[config.mk]
export PLATFORM = sky130hd
export DESIGN_NAME = page_translate_fifo_replace
export DESIGN_NICKNAME = d
export VERILOG_FILES = /design/src/sv/ptfr_pkg.sv /design/src/sv/ptfr_ctrl.sv /design/src/sv/ptfr_datapath.sv /design/src/sv/page_translate_fifo_replace.sv
export SDC_FILE = /design/constraint.sdc
export NUM_CORES = 2
export LEC_CHECK = 0
export BUFFER_PORTS_ARGS = -buffer_cell sky130_fd_sc_hd__buf_2
export CAP_MARGIN = 15
export CORE_MARGIN = 1.5
export CORE_UTILIZATION = 30
export CTS_BUF_LIST = sky130_fd_sc_hd__clkbuf_4
export DETAILED_ROUTE_END_ITERATION = 7
export GPL_TIMING_DRIVEN = 0
export PLACE_DENSITY_LB_ADDON = 0.15
export SLEW_MARGIN = 20
export SYNTH_ARGS = -nofsm -noshare
export SYNTH_HDL_FRONTEND = slang
export SYNTH_SLANG_ARGS = --single-unit
[constraint.sdc]
create_clock -name aclk -period 16.9 [get_ports aclk]
set_input_delay 2.535 -clock aclk [delete_from_list [all_inputs] [get_ports aclk]]
set_output_delay 2.535 -clock aclk [all_outputs]
set_load 0.05 [all_outputs]
[src/sv/ptfr_pkg.sv]
// Package for the page translation block with FIFO frame replacement.
// Holds the sizing constants, the status codes, the controller state type
// and the command and status structs. It depends on nothing else.
package ptfr_pkg;

    localparam int PAGE_BYTES    = 4096;
    localparam int FRAME_SLOTS   = 16;
    localparam int VIRTUAL_PAGES = 256;

    localparam int VA_W     = 20;
    localparam int PA_W     = 16;
    localparam int CFG_W    = 5;
    localparam int CNT_W    = 32;
    localparam int OFFSET_W = $clog2(PAGE_BYTES);
    localparam int PAGE_W   = $clog2(VIRTUAL_PAGES);
    localparam int FRAME_W  = $clog2(FRAME_SLOTS);
    localparam int RING_W   = FRAME_W + 1;

    typedef enum logic [1:0] {
        ST_HIT         = 2'd0,
        ST_FAULT_FREE  = 2'd1,
        ST_FAULT_EVICT = 2'd2,
        ST_NO_FRAME    = 2'd3
    } status_code_t;

    typedef enum logic [1:0] {
        S_IDLE,
        S_EXEC,
        S_WAIT
    } state_t;

    typedef struct packed {
        logic load;
        logic commit;
    } ctrl_cmd_t;

    typedef struct packed {
        logic out_free;
    } ctrl_stat_t;

endpackage

[src/sv/ptfr_ctrl.sv]
// Controller state machine for the page translation block.
// Issues load and commit commands to the datapath; uses ptfr_pkg.
module ptfr_ctrl
    import ptfr_pkg::*;
(
    input  logic       aclk,
    input  logic       aresetn,
    input  logic       s_valid,
    output logic       s_ready,
    input  ctrl_stat_t stat,
    output ctrl_cmd_t  cmd
);

    state_t state_reg;
    state_t state_next;

    always_ff @(posedge aclk) begin
        if (!aresetn) begin
            state_reg <= S_IDLE;
        end else begin
            state_reg <= state_next;
        end
    end

    always_comb begin
        state_next = state_reg;
        case (state_reg)
            S_IDLE: begin
                if (s_valid) begin
                    state_next = S_EXEC;
                end
            end
            S_EXEC, S_WAIT: begin
                if (stat.out_free) begin
                    state_next = S_IDLE;
                end else begin
                    state_next = S_WAIT;
                end
            end
            default: begin
                state_next = S_IDLE;
            end
        endcase
    end

    always_comb begin
        s_ready    = 1'b0;
        cmd.load   = 1'b0;
        cmd.commit = 1'b0;
        case (state_reg)
            S_IDLE: begin
                s_ready  = 1'b1;
                cmd.load = s_valid;
            end
            S_EXEC, S_WAIT: begin
                cmd.commit = stat.out_free;
            end
            default: begin
                s_ready = 1'b0;
            end
        endcase
    end

endmodule

[src/sv/ptfr_datapath.sv]
// Datapath for the page translation block: page table, frame table, FIFO
// ring, counters and the result register. Uses ptfr_pkg.
module ptfr_datapath
    import ptfr_pkg::*;
(
    input  logic              aclk,
    input  logic              aresetn,
    input  logic              cfg_we,
    input  logic [CFG_W-1:0]  cfg_wdata,
    input  logic [VA_W-1:0]   s_virtual_address,
    input  ctrl_cmd_t         cmd,
    output ctrl_stat_t        stat,
    output logic              m_valid,
    input  logic              m_ready,
    output logic [PA_W-1:0]   m_physical_address,
    output logic [1:0]        m_status,
    output logic              m_flush_request,
    output logic [PA_W-1:0]   m_flush_frame_base,
    output logic [CNT_W-1:0]  m_hit_total,
    output logic [CNT_W-1:0]  m_fault_total
);

    logic [CFG_W-1:0]    frames_in_use_reg;
    logic [VA_W-1:0]     va_reg;
    logic [FRAME_W-1:0]  page_frame_mem [VIRTUAL_PAGES];
    logic [FRAME_W-1:0]  pf_rdata_reg;
    logic [VIRTUAL_PAGES-1:0] page_valid_reg;
    logic [FRAME_SLOTS-1:0]   frame_occ_reg;
    logic [PAGE_W-1:0]   owner_reg [FRAME_SLOTS];
    logic [FRAME_W-1:0]  ring_reg [FRAME_SLOTS];
    logic [FRAME_W-1:0]  head_reg;
    logic [RING_W-1:0]   count_reg;
    logic [CNT_W-1:0]    hit_reg;
    logic [CNT_W-1:0]    fault_reg;

    logic                m_valid_reg;
    logic [PA_W-1:0]     pa_reg;
    status_code_t        status_reg;
    logic                flush_reg;
    logic [PA_W-1:0]     fbase_reg;

    logic [PAGE_W-1:0]   page;
    logic [OFFSET_W-1:0] offset;
    logic                hit;
    logic [CFG_W-1:0]    limit;
    logic                free_found;
    logic [FRAME_W-1:0]  free_frame;
    logic [FRAME_W-1:0]  victim;
    logic [PAGE_W-1:0]   victim_page;
    logic                evict;
    logic                no_frame;
    logic [FRAME_W-1:0]  frame_sel;
    logic [FRAME_W-1:0]  ring_tail;
    logic                do_map;

    assign page   = va_reg[OFFSET_W +: PAGE_W];
    assign offset = va_reg[OFFSET_W-1:0];
    assign hit    = page_valid_reg[page];
    assign limit  = (frames_in_use_reg > CFG_W'(FRAME_SLOTS)) ? CFG_W'(FRAME_SLOTS)
                                                               : frames_in_use_reg;

    // Lowest free frame below the configured limit.
    always_comb begin
        free_found = 1'b0;
        free_frame = '0;
        for (int i = 0; i < FRAME_SLOTS; i++) begin
            if (!free_found && !frame_occ_reg[i] && (CFG_W'(i) < limit)) begin
                free_found = 1'b1;
                free_frame = FRAME_W'(i);
            end
        end
    end

    assign victim      = ring_reg[head_reg];
    assign victim_page = owner_reg[victim];
    assign evict       = !hit && !free_found && (count_reg != '0);
    assign no_frame    = !hit && !free_found && (count_reg == '0);
    assign frame_sel   = hit ? pf_rdata_reg : (free_found ? free_frame : victim);
    assign ring_tail   = head_reg + count_reg[FRAME_W-1:0];
    assign do_map      = cmd.commit && !hit && !no_frame;

    assign stat.out_free = !m_valid_reg || m_ready;

    always_ff @(posedge aclk) begin
        if (!aresetn) begin
            frames_in_use_reg <= CFG_W'(FRAME_SLOTS);
        end else if (cfg_we) begin
            frames_in_use_reg <= cfg_wdata;
        end
    end

    always_ff @(posedge aclk) begin
        if (cmd.load) begin
            va_reg       <= s_virtual_address;
            pf_rdata_reg <= page_frame_mem[s_virtual_address[OFFSET_W +: PAGE_W]];
        end
        if (do_map) begin
            page_frame_mem[page] <= frame_sel;
        end
    end

    always_ff @(posedge aclk) begin
        if (!aresetn) begin
            page_valid_reg <= '0;
            frame_occ_reg  <= '0;
            head_reg       <= '0;
            count_reg      <= '0;
            hit_reg        <= '0;
            fault_reg      <= '0;
        end else if (cmd.commit) begin
            if (hit) begin
                hit_reg <= hit_reg + 1'b1;
            end else begin
                fault_reg <= fault_reg + 1'b1;
            end
            if (evict) begin
                head_reg <= head_reg + 1'b1;
                if (frame_occ_reg[victim]) begin
                    page_valid_reg[victim_page] <= 1'b0;
                end
            end
            if (do_map) begin
                frame_occ_reg[frame_sel] <= 1'b1;
                page_valid_reg[page]     <= 1'b1;
                if (!evict) begin
                    count_reg <= count_reg + 1'b1;
                end
            end
        end
    end

    always_ff @(posedge aclk) begin
        if (do_map) begin
            owner_reg[frame_sel] <= page;
            ring_reg[ring_tail]  <= frame_sel;
        end
    end

    always_ff @(posedge aclk) begin
        if (!aresetn) begin
            m_valid_reg <= 1'b0;
        end else if (cmd.commit) begin
            m_valid_reg <= 1'b1;
        end else if (m_ready) begin
            m_valid_reg <= 1'b0;
        end
    end

    always_ff @(posedge aclk) begin
        if (cmd.commit) begin
            flush_reg <= evict;
            if (no_frame) begin
                pa_reg <= '0;
            end else begin
                pa_reg <= PA_W'({frame_sel, offset});
            end
            if (evict) begin
                fbase_reg <= PA_W'({victim, {OFFSET_W{1'b0}}});
            end else begin
                fbase_reg <= '0;
            end
            if (hit) begin
                status_reg <= ST_HIT;
            end else if (free_found) begin
                status_reg <= ST_FAULT_FREE;
            end else if (evict) begin
                status_reg <= ST_FAULT_EVICT;
            end else begin
                status_reg <= ST_NO_FRAME;
            end
        end
    end

    assign m_valid            = m_valid_reg;
    assign m_physical_address = pa_reg;
    assign m_status           = status_reg;
    assign m_flush_request    = flush_reg;
    assign m_flush_frame_base = fbase_reg;
    assign m_hit_total        = hit_reg;
    assign m_fault_total      = fault_reg;

endmodule

[src/sv/page_translate_fifo_replace.sv]
// Top level of the page translation block with FIFO frame replacement.
// Joins the controller ptfr_ctrl and the datapath ptfr_datapath; uses ptfr_pkg.
//
// Each transaction on the s_ channel carries one virtual address. Each one
// yields exactly one transaction on the m_ channel with the physical address,
// a status code (hit, fault into a free frame, fault with eviction, or no
// frame), a flush request with the evicted frame base, and the running hit
// and fault totals. The frame count is written through cfg_we and cfg_wdata
// while the block is idle, a user rule the block does not enforce; values above
// the frame table size act as full. A transaction is taken into the address
// register with a synchronous read of the page table; its result and the table
// write-back follow once the output register is free. The next transaction is
// taken while a result still waits on the m_ channel. When the receiver stalls,
// the result stays in the output register and the block holds the following
// item before updating any table until the output register is free. Reset
// clears the page valid bits, frame occupancy, FIFO ring head and count, both
// counters and the output valid, and sets the frame count to sixteen.
module page_translate_fifo_replace
    import ptfr_pkg::*;
(
    input  logic              aclk,
    input  logic              aresetn,
    input  logic              cfg_we,
    input  logic [CFG_W-1:0]  cfg_wdata,
    input  logic              s_valid,
    output logic              s_ready,
    input  logic [VA_W-1:0]   s_virtual_address,
    output logic              m_valid,
    input  logic              m_ready,
    output logic [PA_W-1:0]   m_physical_address,
    output logic [1:0]        m_status,
    output logic              m_flush_request,
    output logic [PA_W-1:0]   m_flush_frame_base,
    output logic [CNT_W-1:0]  m_hit_total,
    output logic [CNT_W-1:0]  m_fault_total
);

    ctrl_cmd_t  cmd;
    ctrl_stat_t stat;

    ptfr_ctrl u_ctrl (
        .aclk    (aclk),
        .aresetn (aresetn),
        .s_valid (s_valid),
        .s_ready (s_ready),
        .stat    (stat),
        .cmd     (cmd)
    );

    ptfr_datapath u_datapath (
        .aclk               (aclk),
        .aresetn            (aresetn),
        .cfg_we             (cfg_we),
        .cfg_wdata          (cfg_wdata),
        .s_virtual_address  (s_virtual_address),
        .cmd                (cmd),
        .stat               (stat),
        .m_valid            (m_valid),
        .m_ready            (m_ready),
        .m_physical_address (m_physical_address),
        .m_status           (m_status),
        .m_flush_request    (m_flush_request),
        .m_flush_frame_base (m_flush_frame_base),
        .m_hit_total        (m_hit_total),
        .m_fault_total      (m_fault_total)
    );

endmodule
; Word level (Yosys, flattened, before mapping)
; Memory sizes are Yosys's and may differ from the RTL's. A register that Yosys moved wholly into a read port is not among the register bits.
; Cells that the tools add are included.
; W data, S select, Z words.
[classes]
n_mux = 63
magnitude_cmp = 24
bitwise = 6
n_reduce_logical = 86
addsub = 5
eq_ne = 3
[ops]
columns = op, count
row1 = $mux W256, 5
row2 = $and A256 B256 Y256, 1
row3 = $not A256 Y256, 1
row4 = $or A256 B256 Y256, 1
row5 = $add A32 B1 Y32 const B, 2
row6 = $mux W4, 12
row7 = $lt A4 B5 Y1 const A, 8
row8 = $logic_and A1 B1 Y1, 39
row9 = $logic_not A1 Y1, 35
row10 = $mux W1, 31
row11 = $lt A3 B5 Y1 const A, 4
row12 = $lt A8 B9 Y1 const B, 2
row13 = $demux W1 S8, 2
row14 = $ge A8 B1 Y1 const B, 2
row15 = $or A16 B16 Y16, 1
row16 = $mux W3, 4
row17 = $lt A1 B5 Y1 const A, 2
row18 = $lt A2 B5 Y1 const A, 2
row19 = $lt A4 B5 Y1 const B, 2
row20 = $bmux W1 S8, 1
row21 = $mux W2, 4
row22 = $reduce_and A2 Y1, 4
row23 = $add A5 B1 Y5 const B, 1
row24 = $gt A5 B5 Y1 const B, 1
row25 = other kinds (18), 20
[totals]
ram_bits = 1216
input_bits = 30
elab_cells = 206
register_bits = 408
mem_count = 3
output_inout_bits = 101
[memory_table]
columns = name, words, width, rd, rd_ports_with_merged_regs, write_ports, line_no
row1 = u_datapath.page_frame_mem, 256, 4, 1, 1, 1, ptfr_datapath.sv:25  ; logic [FRAME_W-1:0] page_frame_mem [VIRTUAL_PAGES];
row2 = u_datapath.owner_reg, 16, 8, 1, 0, 1, ptfr_datapath.sv:29  ; logic [PAGE_W-1:0] owner_reg [FRAME_SLOTS];
row3 = u_datapath.ring_reg, 16, 4, 1, 1, 1, ptfr_datapath.sv:30  ; logic [FRAME_W-1:0] ring_reg [FRAME_SLOTS];

; Logic depth before layout (Yosys ltp)
[depth]
ltp_word = 73
mapped_depth = 17
mapped_depth_nobuf = 11

; By module
; Synthesis repeated with hierarchy kept, for this count alone.
[hier_totals]
hier_cells = 4690
area_unflattened_um2 = 69215.1
[by_module_without_submodules]
columns = mod, cells_each, n_inst, area_per_inst_um2
row1 = ptfr_datapath, 4674, 1, 69061.2
row2 = ptfr_ctrl, 16, 1, 153.9

; Worst setup path before layout
; Ideal clock, no wire load.
[synth_path]
path_type = reg-to-reg
startpoint = register u_datapath.va_reg[13]
endpoint = memory u_datapath.page_frame_mem[0][0] (netlist name) (data pin)
stages_incl_launch_ff = 15
setup_ns = 2.318
setup_slack_ns = 0.825
arrival_time_ns = 13.757
required_ns = 14.582
cell_sequence = edfxtp_1 -> buf_4 -> buf_4 -> buf_4 -> buf_2 -> mux4_2 -> a221oi_1 -> o21ai_0 -> a221oi_1 -> nand3_1 -> and2_1 -> buf_2 -> clkbuf_1 -> clkbuf_1 -> o21ai_0
[synth_between]
elab_chain_cells = 3
[synth_rtl]
columns = element, line_no
row1 = "start, declared", ptfr_datapath.sv:24  ; logic [VA_W-1:0] va_reg;
row2 = "start signal, assigned", ptfr_datapath.sv:94  ; va_reg <= s_virtual_address;
row3 = $bmux W1 S8, ptfr_datapath.sv:58  ; assign hit = page_valid_reg[page];
row4 = $mux W1 (implied by the code), ptfr_datapath.sv:58
row5 = $mux W4, ptfr_datapath.sv:78  ; assign frame_sel = hit ? pf_rdata_reg : (free_found ? free_frame : victim);
row6 = via u_datapath.frame_sel[0], ptfr_datapath.sv:52  ; logic [FRAME_W-1:0] frame_sel;
row7 = "end, declared", ptfr_datapath.sv:25
; The timed path passes the listed nets, and every way through them passes these cells. The select of a mux whose other input is x is not followed.

; Worst setup path after layout
[layout_path]
startpoint = register u_datapath.va_reg[12]
endpoint = memory u_datapath.page_frame_mem[219][0] (netlist name) (data pin)
; The elaborated chain is that of the path after synthesis.

==> metrics.txt <==
# TYPE chip_impl_metric gauge
chip_impl_info{name="run_status",value="finished, final reports clean"} 1
chip_impl_metric{name="initial_utilization",unit="%"} 30.28
chip_impl_metric{name="cts.sink_count",unit=""} 1620
chip_impl_info{name="synth_top_family_by_area",value="multiplexers"} 1
chip_impl_metric{name="max_clock_freq",unit="GHz"} 0.1162
chip_impl_metric{name="share_comb_of_total_power",unit="%"} 8.8
chip_impl_info{name="postSynth.topFlopCell",value="sky130_fd_sc_hd__edfxtp_1"} 1
chip_impl_metric{name="design.core.area",unit="sq um"} 223000
chip_impl_metric{name="netlist_area",unit="sq um"} 67520
chip_impl_metric{name="grt_antenna_before_repair",unit=""} 21
chip_impl_metric{name="die_x",unit="um"} 477.4
chip_impl_info{name="global_route.peak_usage_layer",value="met2"} 1
chip_impl_metric{name="grt_max_degree",unit=""} 125
chip_impl_metric{name="finalWirelength",unit="mm"} 255.1
chip_impl_metric{name="timing.slew.headroom",unit="%"} 13.49
chip_impl_info{name="timing.setup.critical_path_class",value="reg2reg"} 1
chip_impl_metric{name="worst-slew-pin-transition",unit="ps"} 1293
chip_impl_metric{name="layout-drive-gt1-share",unit="%"} 27.02
chip_impl_metric{name="place_congestion",unit=""} 0.9706
chip_impl_metric{name="clkTransAtPathRegs",unit="ps"} 60
chip_impl_metric{name="setup_tns",unit="ps"} 0
chip_impl_info{name="worstSetupEndpointType",value="register"} 1
chip_impl_info{name="crit_path_top_delay_cell",value="sky130_fd_sc_hd__edfxtp_1"} 1
chip_impl_info{name="cts_tree",value="built"} 1
chip_impl_metric{name="power",unit="uW"} 8661
chip_impl_metric{name="first_iter_violations",unit=""} 5452
chip_impl_metric{name="layout.cell_area.non_filler",unit="sq um"} 78450
chip_impl_metric{name="grt_remaining_overflow",unit=""} 0
chip_impl_metric{name="critical_path.max_stage_delay",unit="ps"} 930
chip_impl_metric{name="drt.antenna.violating_nets",unit=""} 0
chip_impl_metric{name="dpl.hpwl",unit="mm"} 185.4
chip_impl_metric{name="clock_latency",unit="ps"} 1450
chip_impl_info{name="crit_path_start_kind",value="register"} 1
chip_impl_metric{name="vias",unit=""} 45124
chip_impl_metric{name="clockPowerShare",unit="%"} 40.4
chip_impl_metric{name="post_cts_hold_buffer_count",unit=""} 0
chip_impl_metric{name="yosys.area_share.xor_xnor",unit="%"} 0.6875
chip_impl_metric{name="hold_viol_final",unit=""} 0
chip_impl_metric{name="route.detailed.vias_per_inst",unit=""} 5.380
chip_impl_metric{name="worst_ir_drop_vdd",unit="mV"} 0.06254
chip_impl_metric{name="worst_ep_required_time",unit="ps"} 18090
chip_impl_metric{name="intPower",unit="uW"} 6390
chip_impl_metric{name="p_sw_share",unit="%"} 26.22
chip_impl_metric{name="via_count_of_the_first_global_routing_pass",unit=""} 44728
chip_impl_metric{name="drcViolationCount",unit=""} 0
chip_impl_metric{name="placement.setup.worst_slack",unit="ps"} 8625
chip_impl_info{name="crit_path_cell_trace",value="buf_2 > clkbuf_1 > buf_1 > nor3_1 > o31ai_1 > a221oi_1 > nand3_1 > and2_1 > buf_2 > clkbuf_1 > clkbuf_1 > nand2_1 > o21ai_4 > buf_16 > buf_16 > buf_16 > buf_16 > buf_16"} 1
chip_impl_metric{name="wire_per_inst",unit="um"} 30.41
chip_impl_metric{name="critical_path.n_buffers_inverters",unit=""} 11
chip_impl_metric{name="post_synthesis_instance_total",unit=""} 4456
chip_impl_metric{name="core_occupancy_in_the_finished_layout",unit="%"} 35.19
chip_impl_metric{name="setup_violations",unit=""} 0
chip_impl_metric{name="wire_length_of_the_first_global_routing_pass",unit="mm"} 352.7
chip_impl_metric{name="total_switching_power",unit="uW"} 2271
chip_impl_metric{name="cts-buffers-inserted",unit=""} 448
chip_impl_metric{name="syn_area_per_cell",unit="sq um"} 15.15
chip_impl_info{name="grt_setup_unrepaired",value="false"} 1
chip_impl_metric{name="area_growth_syn_to_layout",unit="%"} 16.18
chip_impl_metric{name="timing.final.crit_period",unit="ps"} 8604
chip_impl_metric{name="top_level_i_o_count",unit=""} 131
chip_impl_metric{name="cts_repair_resize_count",unit=""} 0
chip_impl_metric{name="pwr_density_cell",unit="nW/um^2"} 110.4
chip_impl_metric{name="critical_path_peak_fanout",unit=""} 31
chip_impl_metric{name="setup_clock_skew_after_layout",unit="ps"} 174.2
chip_impl_info{name="path_delay_family",value="buffers and inverters"} 1
chip_impl_metric{name="h-tree-depth",unit=""} 5
chip_impl_info{name="clk_root_buffer_cell",value="sky130_fd_sc_hd__clkbuf_4"} 1
chip_impl_info{name="min-delay-path-class",value="reg2reg"} 1
chip_impl_metric{name="cts-root-to-sink-buffers",unit=""} 4
chip_impl_metric{name="fin_max_slew_vios",unit=""} 0
chip_impl_metric{name="synth_simple_gate_area_share",unit="%"} 7.344
chip_impl_metric{name="grt.met1_usage",unit="%"} 30.27
chip_impl_metric{name="die_y",unit="um"} 477.4
chip_impl_metric{name="synth.yosys.seq_area_share",unit="%"} 66.76
chip_impl_metric{name="die_area",unit="sq um"} 227900
chip_impl_metric{name="cp.arrival",unit="ps"} 9790
chip_impl_metric{name="maxCapViolations",unit=""} 0
chip_impl_metric{name="multiplexer_share_of_the_synthesized_area",unit="%"} 15.00
chip_impl_metric{name="largest_register_ffs",unit=""} 1024
chip_impl_info{name="worst_path_most_repeated_cell",value="sky130_fd_sc_hd__buf_16"} 1
chip_impl_metric{name="synth_compound_area_share",unit="%"} 6.929
chip_impl_metric{name="dr.pass1.iters",unit=""} 6
chip_impl_metric{name="static-leakage-power",unit="uW"} 0.02653
chip_impl_metric{name="synth_async_sr_flop_share",unit="%"} 0
chip_impl_metric{name="ys_types",unit=""} 82
chip_impl_metric{name="final_critical_path_setup_slack",unit="ps"} 8296
chip_impl_metric{name="placementRows",unit=""} 173
chip_impl_metric{name="final.period_utilization",unit="%"} 50.91
chip_impl_metric{name="fillers",unit=""} 21839
chip_impl_metric{name="global_route_met3_utilization",unit="%"} 5.983
chip_impl_metric{name="port_buffers",unit=""} 116
chip_impl_metric{name="grt.met2_usage",unit="%"} 32.28
chip_impl_metric{name="postSynthRegisterBits",unit=""} 1620
chip_impl_metric{name="global_route.usage.total",unit="%"} 21.99
chip_impl_metric{name="share_of_synthesized_cell_area_in_full_adder_half_adder_and_majority_cells",unit="%"} 0.2150
chip_impl_metric{name="post_cts.repair.setup_buffers",unit=""} 0
chip_impl_metric{name="synth_enable_flop_cells",unit=""} 1263
chip_impl_metric{name="share_seq_of_total_power",unit="%"} 50.8
chip_impl_metric{name="postPlaceCellArea",unit="sq um"} 72900
chip_impl_metric{name="final_stage_net_count",unit=""} 5111
chip_impl_metric{name="yosysWarningCount",unit=""} 0
==> power by group through the flow <==
stage               Combinational, uW  Sequential [uW]  Clock (uW)
floorplan                         360             4540           0
global placement                  690             4590           0
detailed placement                754             4480           0
CTS                               756             4400        3590
global route                      790             4400        3790
finish                            762             4400        3500
==> worst paths after layout <==
check                                              start                                           to  slack [ps]  cells past startpoint
max                      u_datapath.va_reg[12]$_DFFE_PP_  u_datapath.page_frame_mem[219][0]$_DFFE_PP_        8300                     18
min          u_datapath.page_valid_reg[148]$_SDFFE_PN0P_  u_datapath.page_valid_reg[148]$_SDFFE_PN0P_         470                      2
max reg2reg              u_datapath.va_reg[12]$_DFFE_PP_  u_datapath.page_frame_mem[219][0]$_DFFE_PP_        8300                     18
min reg2reg  u_datapath.page_valid_reg[148]$_SDFFE_PN0P_  u_datapath.page_valid_reg[148]$_SDFFE_PN0P_         470                      2
==> area by class of cell <==
class / count / area (sq um) / share of cell area (%)
Antenna cell: 10 / 25.02 / 0.03190
Sequential cell: 1620 / 45070 / 57.46
Multi-Input combinational cell: 2336 / 20620 / 26.29
Buffer: 311 / 1371 / 1.748
Tap cell: 2975 / 3722 / 4.745
Inverter: 200 / 765.7 / 0.9761
Clock buffer: 651 / 4887 / 6.230
Clock inverter: 132 / 605.6 / 0.7720
Timing Repair Buffer: 153 / 1373 / 1.750
==> placed cells by master, fill, tap and decap left out, types with 18 or more instances in the layout <==
cell,netlist,routed
sky130_fd_sc_hd__and2_1,28,27
sky130_fd_sc_hd__a22oi_1,18,18
sky130_fd_sc_hd__nand2_1,318,318
sky130_fd_sc_hd__mux2i_1,58,58
sky130_fd_sc_hd__clkbuf_2,0,19
sky130_fd_sc_hd__nor3_2,7,24
sky130_fd_sc_hd__o21ai_0,108,107
sky130_fd_sc_hd__o31ai_1,149,149
sky130_fd_sc_hd__o21a_1,29,28
sky130_fd_sc_hd__inv_1,198,196
sky130_fd_sc_hd__mux2_2,18,18
sky130_fd_sc_hd__buf_1,60,35
sky130_fd_sc_hd__buf_16,0,21
sky130_fd_sc_hd__a31oi_1,19,19
sky130_fd_sc_hd__clkbuf_1,182,165
sky130_fd_sc_hd__dfxtp_1,357,357
sky130_fd_sc_hd__nor2_1,261,238
sky130_fd_sc_hd__nand2b_1,24,24
sky130_fd_sc_hd__mux4_2,415,415
sky130_fd_sc_hd__nand3_1,81,81
sky130_fd_sc_hd__edfxtp_1,1263,1263
sky130_fd_sc_hd__nor3_1,131,114
sky130_fd_sc_hd__xnor2_1,33,33
sky130_fd_sc_hd__and3_1,31,31
sky130_fd_sc_hd__clkinv_1,2,112
sky130_fd_sc_hd__nor2_2,6,29
sky130_fd_sc_hd__xor2_1,20,20
sky130_fd_sc_hd__buf_4,20,25
sky130_fd_sc_hd__buf_2,47,186
sky130_fd_sc_hd__or3_1,18,18
sky130_fd_sc_hd__clkbuf_4,0,652
sky130_fd_sc_hd__a21oi_1,269,269
sky130_fd_sc_hd__nor4_1,50,49
sky130_fd_sc_hd__nand4_1,35,35
==> cells by family (layout without fill, tap and decap cells) <==
| logic type | Yosys count | after routing |
|---|---|---|
| flip-flops | 1620 | 1620 |
| AND/OR/NAND/NOR | 1044 | 1044 |
| AO/OA/AOI/OAI | 725 | 725 |
| buffers and inverters | 511 | 1447 |
| multiplexers | 491 | 491 |
| XOR/XNOR | 53 | 53 |
| adder cells (fa/ha/maj) | 11 | 11 |
| other | 1 | 22 |
==> worst reg2reg max path, stage by stage (launching register included) <==
cell                       delay (ps)
sky130_fd_sc_hd__edfxtp_1         930
sky130_fd_sc_hd__buf_2            720
sky130_fd_sc_hd__clkbuf_1         930
sky130_fd_sc_hd__buf_1            810
sky130_fd_sc_hd__nor3_1           150
sky130_fd_sc_hd__o31ai_1          620
sky130_fd_sc_hd__a221oi_1         200
sky130_fd_sc_hd__nand3_1          280
sky130_fd_sc_hd__and2_1           170
sky130_fd_sc_hd__buf_2            420
sky130_fd_sc_hd__clkbuf_1         920
sky130_fd_sc_hd__clkbuf_1         700
sky130_fd_sc_hd__nand2_1          210
sky130_fd_sc_hd__o21ai_4          250
sky130_fd_sc_hd__buf_16           240
sky130_fd_sc_hd__buf_16           190
sky130_fd_sc_hd__buf_16           200
sky130_fd_sc_hd__buf_16           220
sky130_fd_sc_hd__buf_16           200
==> metal layers <==
| layer | wire, um | vias up | share of wire, % |
|---|---|---|---|
| li1 | - | 18926 | - |
| met1 | 110600 | 23289 | 43 |
| met2 | 111200 | 2341 | 44 |
| met3 | 22230 | 558 | 8.7 |
| met4 | 11050 | 10 | 4.3 |
| met5 | 66 | - | 0.026 |
==> cell usage after synthesis (all sizes together) (6+ instances only) <==
master,number,area (sq um)
o21ai,109,545.5
mux2,18,202.7
nor4,51,334.1
a22oi,18,135.1
and3,31,193.9
a221oi,8,88.83
mux4,415,9346
a211oi,17,127.6
and4,10,87.58
a21oi,269,1346
nand2,319,1200
ha,10,125.1
clkbuf,182,683.2
or2,6,37.54
nand3b,6,45.04
o31ai,149,1119
a2111oi,6,102.6
dfxtp,357,7147
nor2b,13,81.33
o31a,9,78.83
a22o,7,61.31
inv,198,743.2
a31oi,19,118.9
nand4,39,269.0
edfxtp,1263,37930
o22ai,15,93.84
nand2b,24,150.1
o221ai,8,70.07
o21a,29,217.7
nand3,81,405.4
nor2,267,1017
xnor2,33,289.0
a211o,7,61.31
and2,28,175.2
o41ai,17,163.9
buf,129,633.1
xor2,20,175.2
nor3,138,725.7
or3,18,112.6
mux2i,58,580.6
==> stage by stage <==
stage	hold WS (ps)	cells
after floorplan	439.3	4467
after global placement	450.5	7558
after detailed placement	457.9	7595
after CTS	466.7	8378
after global routing	488.5	8385
final	468.4	8388
No activity file was read; power rests on OpenSTA's default activity.
